**config.mk**
```make
export PLATFORM = sky130hd
export DESIGN_NAME = cal_seq
export DESIGN_NICKNAME = d
export VERILOG_FILES = /design/src/rtl/cal_pkg.sv /design/src/rtl/cal_seq.sv
export SDC_FILE = /design/constraint.sdc
export NUM_CORES = 1
export LEC_CHECK = 0
export BUFFER_PORTS_ARGS = -buffer_cell sky130_fd_sc_hd__clkbuf_2
export CAP_MARGIN = 20
export CORE_UTILIZATION = 40
export DETAILED_ROUTE_END_ITERATION = 16
export PLACE_DENSITY = 0.74
export SLEW_MARGIN = 20
export SYNTH_ARGS = -nofsm -noshare
export SYNTH_HDL_FRONTEND = slang
export SYNTH_SLANG_ARGS = --single-unit
```
**constraint.sdc**
```tcl
create_clock -name clk -period 1.72 [get_ports clk]
set_clock_uncertainty 0.1 [all_clocks]
set_input_delay 0 -clock clk [delete_from_list [all_inputs] [get_ports clk]]
set_output_delay 0 -clock clk [all_outputs]
set_load 0.05 [all_outputs]
```
**src/rtl/cal_pkg.sv**
```systemverilog
// ----------------------------------------------------------------------------
// cal_pkg
// Shared types and codes of the cursor array list core.
// ----------------------------------------------------------------------------
package cal_pkg;

	localparam int ACT_W    = 4;
	localparam int VALUE_W  = 32;
	localparam int POS_W    = 10;
	localparam int STATUS_W = 3;
	localparam int DATA_W   = 32;
	localparam int COUNT_W  = 11;
	localparam int CURSOR_W = 10;

	typedef enum logic [ACT_W-1:0] {
		ACT_INS_BEFORE = 4'd0,
		ACT_INS_AFTER  = 4'd1,
		ACT_DELETE     = 4'd2,
		ACT_PREV       = 4'd3,
		ACT_NEXT       = 4'd4,
		ACT_FIRST      = 4'd5,
		ACT_LAST       = 4'd6,
		ACT_READ_CUR   = 4'd7,
		ACT_READ_IDX   = 4'd8,
		ACT_WRITE_IDX  = 4'd9
	} action_t;

	typedef enum logic [STATUS_W-1:0] {
		ST_OK     = 3'd0,
		ST_EMPTY  = 3'd1,
		ST_BOUND  = 3'd2,
		ST_BADIDX = 3'd3,
		ST_FULL   = 3'd4
	} status_t;

	typedef struct packed {
		logic go;
		logic up;
	} seq_ctl_t;

	typedef struct packed {
		logic busy;
		logic done;
	} seq_sts_t;

endpackage

```
**src/rtl/cal_seq.sv**
```systemverilog
// ----------------------------------------------------------------------------
// cal_seq
// Shift sequencer: walks an index from start to stop, reading one entry per
// cycle and writing it back one place up or down on the following cycle.
// ----------------------------------------------------------------------------
module cal_seq #(
	parameter int DEPTH = 1024
) (
	input  logic                     clk,
	input  logic                     arst_n,
	input  cal_pkg::seq_ctl_t        ctl,
	input  logic [$clog2(DEPTH)-1:0] start_idx,
	input  logic [$clog2(DEPTH)-1:0] stop_idx,
	output cal_pkg::seq_sts_t        sts,
	output logic                     rd_en,
	output logic [$clog2(DEPTH)-1:0] rd_addr,
	output logic                     wr_en,
	output logic [$clog2(DEPTH)-1:0] wr_addr
);

	localparam int AW = $clog2(DEPTH);

	logic          run_q;
	logic          up_q;
	logic [AW-1:0] idx_q;
	logic [AW-1:0] stop_q;
	logic          wr_s1;
	logic [AW-1:0] wa_s1;

	always_ff @(posedge clk or negedge arst_n) begin
		if (!arst_n) begin
			run_q <= 1'b0;
			wr_s1 <= 1'b0;
		end else begin
			wr_s1 <= run_q;
			if (ctl.go) begin
				run_q <= 1'b1;
			end else if (run_q && idx_q == stop_q) begin
				run_q <= 1'b0;
			end
		end
	end

	always_ff @(posedge clk) begin
		if (ctl.go) begin
			up_q   <= ctl.up;
			idx_q  <= start_idx;
			stop_q <= stop_idx;
		end else if (run_q && idx_q != stop_q) begin
			idx_q <= up_q ? idx_q - AW'(1) : idx_q + AW'(1);
		end
		wa_s1 <= up_q ? idx_q + AW'(1) : idx_q - AW'(1);
	end

	assign rd_en    = run_q;
	assign rd_addr  = idx_q;
	assign wr_en    = wr_s1;
	assign wr_addr  = wa_s1;
	assign sts.busy = run_q | wr_s1;
	assign sts.done = wr_s1 & ~run_q;

endmodule

```
==> out/qor.txt, run 1 <==
status: complete, but fails checks
violated checks: negative setup slack
Synth Cell Area: 1770 µm²
CTS tree: yes
Die Area: 4700 µm²
Worst Setup End Kind: register
post-layout instance area: 2770 µm²
Seq/Total Area, Yosys: 49.7%
final-stage net count: 286
H-tree lvl count: 2
Warnings, synthesis: 0
pwr dens: 1080 nW/µm²
drt first pass iters: 4
gr ovfl total: 0
Synth Flop Type: edfxtp_1
clk buf depth: 2
CP max FO: 4
syn avg cell area: 11.2 µm²
clock slew at reported path FFs: 70 ps
met3 GRT Util: 6.25%
maximum vdd drop: 0.000491 V
Hold Crit Class: input pin to register
routed vias/inst: 5.34
IO Count: 48
Worst Setup Start Kind: register
placed inst area: 2260 µm²
GR Layer Usage met2: 30.8%
share of cells above drive strength 1: 48.3%
maxcap violations: 0
Static Leak: 1.16 nW
M1 GR Usage: 23.1%
Total Power: 2.98 mW
Max Freq: 509 MHz
clock root buffer: clkbuf_8
RSZ-0062 raised after global routing: yes
DR iter-0 viols: 142
Final Util: 67.3%
GPL Wtd Cong: 0.931
asr flop ratio synth: 6.06%
endpoints failing hold: 0
Skew-Pair Late Insertion Delay: 280 ps
fillers: 288
setup TNS: -2870 ps
Setup Viol. Count Final: 21
busiest grt layer: met2
number of flops mapped to enable cells by yosys: 21
initial antenna violation count: 0
Antenna Cells: 0
FP Rows: 23
Total Routing Usage GR: 19.2%
Tcrit/Tclk final: 114%
Die Ht: 68.6 µm
clock sink count: 33
CP required: 1710 ps
DIE WIDTH: 68.6 µm
routed via count: 1660
post-synthesis cell type count: 46
Worst-Margin Slew: 339 ps
Slew Viols, Final: 0
antenna viol nets, final: 0
Max-slew headroom: 77.2%
Synth-to-Final Area Change: 56.2%
post-synthesis cell count: 158
worst hold margin: 39.9 ps
routed len/inst: 16.0 µm
Port Buffers: 47
crit path DAT: 1960 ps
PnR worst setup slack: -246 ps
min Tclk post-route: 1970 ps
drt drc: 0
Routed WL: 4.99 mm
syn_nets: 184
pin count of the biggest net entering global routing: 17
Initial Util: 43.1%
Post-DP HPWL: 2.99 mm
crit path kind: register to register
first-pass GRT wire length: 6.44 mm
Placeable Area: 4120 µm²
synthesized flop and latch total: 33
number of global-route vias before repair: 1431
Num CTS Buffers: 5
-- cell type report --
cell class / instances / area [µm²] / area share, %
clock buffers: 5 / 68.8 / 2.49
clock inverters: 3 / 41.3 / 1.49
inverters: 6 / 25.0 / 0.904
multi-input cells: 108 / 913 / 33.0
flip-flops and latches: 33 / 881 / 31.8
well taps: 50 / 62.6 / 2.26
repair buffers: 106 / 777 / 28.1
-- Yosys cell counts (3+ instances only) --
library cell,instances,area share [%]
edfxtp_1,21,36
xor2_1,12,5.9
xnor2_1,11,5.4
dfxtp_1,10,11
nand2_1,10,2.1
nor2_1,7,1.5
buf_6,6,3.8
mux2i_1,6,3.4
inv_1,5,1.1
nand2b_1,5,1.8
nand3_1,5,1.4
nor2b_1,5,1.8
o21ai_0,5,1.4
nor3_1,4,1.1
nor4_1,4,1.4
a21oi_1,3,0.85
nand4_1,3,1.1
or3_1,3,1.1
-- stage by stage --
| stage | cells | setup WS, ps |
|---|---|---|
| floorplan | 158 | -390 |
| CTS | 303 | -132 |
| detailed placement | 275 | -118 |
| finish | 311 | -246 |
| global route | 311 | -265 |
| global placement | 275 | -132 |
-- final timing paths --
check / start / end / slack, ps / cells after the start
max reg2reg: rd_addr[2]$_DFFE_PP_ / rd_addr[8]$_DFFE_PP_ / -250 / 5
min: start_idx[9] / rd_addr[9]$_DFFE_PP_ / 40 / 3
min reg2reg: rd_en$_DFFE_PN0P_ / wr_en$_DFF_PN0_ / 410 / 0
max: rd_addr[2]$_DFFE_PP_ / rd_addr[8]$_DFFE_PP_ / -250 / 5
max in group asynchronous: arst_n / wr_en$_DFF_PN0_ / 920 / 3
min in group asynchronous: arst_n / rd_en$_DFFE_PN0P_ / 480 / 3
-- flip-flops by register name (all words and copies together), names as in the netlist --
| signal | flops |
|---|---|
| rd_addr | 10 |
| stop_q | 10 |
| wr_addr | 10 |
| rd_en | 1 |
| up_q | 1 |
| wr_en | 1 |
-- repair_timing --
action | in CTS | in global routing
pin swaps | 7 | 16
gates resized for setup | 10 | 21
hold endpoints to repair | 19 | 0
setup endpoints to repair | 20 | 23
setup buffers | 1 | 8
cloned | 0 | 1
hold buffers | 19 | 0
-- cell families after synthesis --
family / synth area share (%)
adder cells (fa/ha/maj): 1.41
buffers and inverters: 6.56
XOR/XNOR: 11.4
flip-flops: 49.7
AND/OR/NAND/NOR: 19.8
AO/OA/AOI/OAI: 7.83
multiplexers: 3.39
-- power by group --
| part | total, mW | switching, mW | internal, mW |
|---|---|---|---|
| clock network | 0.718 | 0.291 | 0.426 |
| registers | 1.03 | 0.0621 | 0.971 |
| logic | 1.23 | 0.751 | 0.478 |
| total | 2.98 | 1.10 | 1.87 |
-- worst max-delay path, cell delays in order, from the launching register on --
cell      delay [ps]
edfxtp_1         480
buf_6            170
nor4_4           380
buf_4            180
nand4_1          150
a311oi_2         330
-- cell usage in the layout, fill, tap and decap left out, types with 3 or more instances in the layout --
cell	count
xor2_1	12
nand2b_1	4
nor3_1	3
nand2_1	9
mux2i_1	6
nor2_1	7
a21oi_2	3
clkbuf_2	47
nand3_1	3
a311oi_2	3
dlygate4sd3_1	19
clkbuf_8	5
xnor2_1	11
nor2b_1	5
dfxtp_1	10
buf_6	11
o21ai_1	3
nand4_1	3
inv_1	3
edfxtp_1	21
buf_4	27
-- metal layers --
layer  up-vias  share of wire (%)  wire, µm
met3        14                7.3       363
met2        87                 50      2480
met4         0                2.7       136
li1        770                  -         -
met5         -                  0         0
met1       789                 40      2010
Note: power is estimated with default switching activity, not from simulation.
==> inputs of run 2 (changes only) <==
--- a/config.mk
+++ b/config.mk
@@ -9,7 +9,7 @@
 export CAP_MARGIN = 20
 export CORE_UTILIZATION = 40
 export DETAILED_ROUTE_END_ITERATION = 16
-export PLACE_DENSITY = 0.74
+export PLACE_DENSITY = 0.72
 export SLEW_MARGIN = 20
 export SYNTH_ARGS = -nofsm -noshare
 export SYNTH_HDL_FRONTEND = slang
==> constraint.sdc (replaced) <==
create_clock -name clk -period 1.72 [get_ports clk]
set_clock_uncertainty 0.1 [all_clocks]
set_input_delay 0 -clock clk [delete_from_list [all_inputs] [get_ports clk]]
set_output_delay 0 -clock clk [all_outputs]
set_load 0.1 [all_outputs]
==> run 2 against run 1 <==
Effect of this change:
- final area grew 2.0%
- global-route usage grew 1.6 points
- combinational power grew 30%
- clock power shrank 21%
- critical endpoint is now wr_addr[6]$_DFF_P_
- die area is the same
- clock-buffer cell count is the same
- first-iteration DRC count shrank 44%
- non-clock buffer count grew 12
- hold slack lost 26 ps
- the run still ends with negative setup slack left
- final cell count grew 4.2%
- routed wire length shrank 8.9%
- maximum frequency grew 4.9%
==> out/qor.txt, run 2 (synthesis gave the netlist of run 1 again) <==
status: complete, but fails checks (unchanged)
violated checks: negative setup slack (unchanged)
drt first pass iters: 4 (unchanged)
crit path kind: register to register (unchanged)
H-tree lvl count: 2 (unchanged)
PnR worst setup slack: -155 ps (was -246 ps)
Die Area: 4700 µm² (unchanged)
Worst-Margin Slew: 544 ps (was 339 ps)
Static Leak: 1.21 nW (was 1.16 nW)
pwr dens: 1140 nW/µm² (was 1080 nW/µm²)
DIE WIDTH: 68.6 µm (unchanged)
Placeable Area: 4120 µm² (unchanged)
setup TNS: -2330 ps (was -2870 ps)
clk buf depth: 2 (unchanged)
combinational power share: 49.9% (was 41.3%)
Worst Setup End Kind: register (unchanged)
Routed WL: 4.54 mm (was 4.99 mm)
Num CTS Buffers: 5 (unchanged)
initial antenna violation count: 0 (unchanged)
slack of the worst reg-to-reg path: -160 ps (was -250 ps)
commonest non-fill, non-tap cells in the layout: buf_4, clkbuf_2, edfxtp_1, dlygate4sd3_1, xor2_1 (was clkbuf_2, buf_4, edfxtp_1, dlygate4sd3_1, xor2_1)
Antenna Cells: 0 (unchanged)
crit path DAT: 2000 ps (was 1960 ps)
Hold Crit Class: input pin to register (unchanged)
Max-slew headroom: 63.9% (was 77.2%)
clock sink count: 33 (unchanged)
drt drc: 0 (unchanged)
Worst Hold End: rd_addr[5]$_DFFE_PP_ (was rd_addr[9]$_DFFE_PP_)
pin count of the biggest net entering global routing: 21 (was 17)
Initial Util: 43.1% (unchanged)
Slew Viols, Final: 0 (unchanged)
FP Rows: 23 (unchanged)
CP required: 1850 ps (was 1710 ps)
Port Buffers: 47 (unchanged)
Psw: 1.45 mW (was 1.10 mW)
Switching Share: 45.2% (was 37.1%)
clock power share: 17.5% (was 24.1%)
Reg2Reg Depth: 8 (was 5)
Tcrit/Tclk final: 109% (was 114%)
Setup Viol. Count Final: 21 (unchanged)
first-pass GRT wire length: 6.84 mm (was 6.44 mm)
Worst Min Path Start: start_idx[5] (was start_idx[9])
Synth-to-Final Area Change: 59.3% (was 56.2%)
power share of the sequential group: 32.6% (was 34.7%)
IO Count: 48 (unchanged)
endpoints failing hold: 0 (unchanged)
clock root buffer: clkbuf_8 (unchanged)
Die Ht: 68.6 µm (unchanged)
Post-DP HPWL: 3.01 mm (was 2.99 mm)
clock slew at reported path FFs: 80 ps (was 70 ps)
maximum vdd drop: 0.000577 V (was 0.000491 V)
CTS tree: yes (unchanged)
worst r2r src: rd_addr[0]$_DFFE_PP_ (was rd_addr[2]$_DFFE_PP_)
Worst Setup Start Kind: register (unchanged)
routed via count: 1595 (was 1660)
RSZ-0062 raised after global routing: yes (unchanged)
DR iter-0 viols: 80 (was 142)
most common cell after layout, fill and taps aside: buf_4 (was clkbuf_2)
Hold Path Stages: 3 (unchanged)
routed len/inst: 14.0 µm (was 16.0 µm)
final-stage net count: 299 (was 286)
number of global-route vias before repair: 1456 (was 1431)
Skew-Pair Late Insertion Delay: 290 ps (was 280 ps)
min Tclk post-route: 1880 ps (was 1970 ps)
CP max FO: 3 (was 4)
Max Freq: 533 MHz (was 509 MHz)
Int Power: 1.76 mW (was 1.87 mW)
share of cells above drive strength 1: 48.9% (was 48.3%)
gr ovfl total: 0 (unchanged)
Total Routing Usage GR: 20.8% (was 19.2%)
Crit Reg-Reg Endpoint: wr_addr[6]$_DFF_P_ (was rd_addr[8]$_DFFE_PP_)
routed vias/inst: 4.92 (was 5.34)
GPL Wtd Cong: 0.947 (was 0.931)
maxcap violations: 0 (unchanged)
worst hold margin: 13.5 ps (was 39.9 ps)
antenna viol nets, final: 0 (unchanged)
==> run 2: changes by cell type in the layout (fill, tap and decap cells not counted), moves of 2 or more <==
| cell | before | now |
|---|---|---|
| a311oi_2 | 3 | 1 |
| a311oi_1 | 0 | 2 |
| clkbuf_2 | 47 | 45 |
| buf_6 | 11 | 8 |
| buf_4 | 27 | 46 |
| nor4_4 | 1 | 3 |
==> run 2: repair_timing <==
item | CTS | global route
pin swaps | 11 | 14
endpoints found under the hold margin | 19 | 0
setup buffers | 13 | 2
gates resized for setup | 6 | 16
hold buffers | 19 | 0
endpoints found under the setup margin | 20 | 24
gates cloned | 1 | 0
==> run 2: metrics by stage <==
step                      area (µm²)  power, mW  utilization [%]  instances  setup WS [ps]
final                           2820       3.22             68.6        324           -155
after detailed placement        2330       2.46             56.7        282           -199
after CTS                       2740       3.16             66.6        323           -175
after global placement          2330       2.45             56.7        282           -187
after floorplan                 1840       2.13                -        158           -673
after global routing            2820       3.36             68.6        324           -225
==> run 2: final cells by class <==
type | count | area [µm²]
clock buffers | 5 | 68.8
clock inverters | 3 | 12.5
fillers | 303 | 1290
inverters | 6 | 25.0
multi-input cells | 109 | 923
flip-flops and latches | 33 | 881
well taps | 50 | 62.6
repair buffers | 118 | 851
==> run 2: power by group through the flow <==
stage	Sequential, mW	Clock (mW)	Combinational [mW]
after detailed placement	1.08	0	1.38
after CTS	1.04	0.584	1.54
final	1.05	0.564	1.60
after floorplan	1.74	0	0.384
after global placement	1.08	0	1.37
after global routing	1.07	0.609	1.68
==> run 2: layer usage <==
layer  vias to the layer above  global-route usage (%)  part of all wire (%)
met1                       749                    25.8                    44
met4                         0                    8.07                  0.92
met3                         4                    5.59                   3.7
met2                        46                    34.3                    51
li1                        796                       -                     -
met5                         -                       0                     0
==> run 2: worst max-delay path, cell delays in order, from the launching register on <==
cell	delay (ps)
edfxtp_1	410
buf_6	150
inv_4	50
ha_4	120
or3b_4	380
buf_6	130
nor4_4	190
nand2b_4	200
xnor2_2	100
==> run 2: how the worst max path moves through the flow <==
stage	startpoint	end	slack, ps	cells after the start
floorplan	rd_addr[2]$_DFFE_PP_	rd_addr[7]$_DFFE_PP_	-670	5
finish	rd_addr[0]$_DFFE_PP_	wr_addr[6]$_DFF_P_	-160	8
global placement	rd_addr[4]$_DFFE_PP_	rd_addr[4]$_DFFE_PP_	-190	4
global route	rd_addr[3]$_DFFE_PP_	rd_addr[8]$_DFFE_PP_	-230	6
CTS	rd_addr[0]$_DFFE_PP_	wr_addr[6]$_DFF_P_	-180	8
detailed placement	rd_addr[4]$_DFFE_PP_	rd_addr[0]$_DFFE_PP_	-200	4
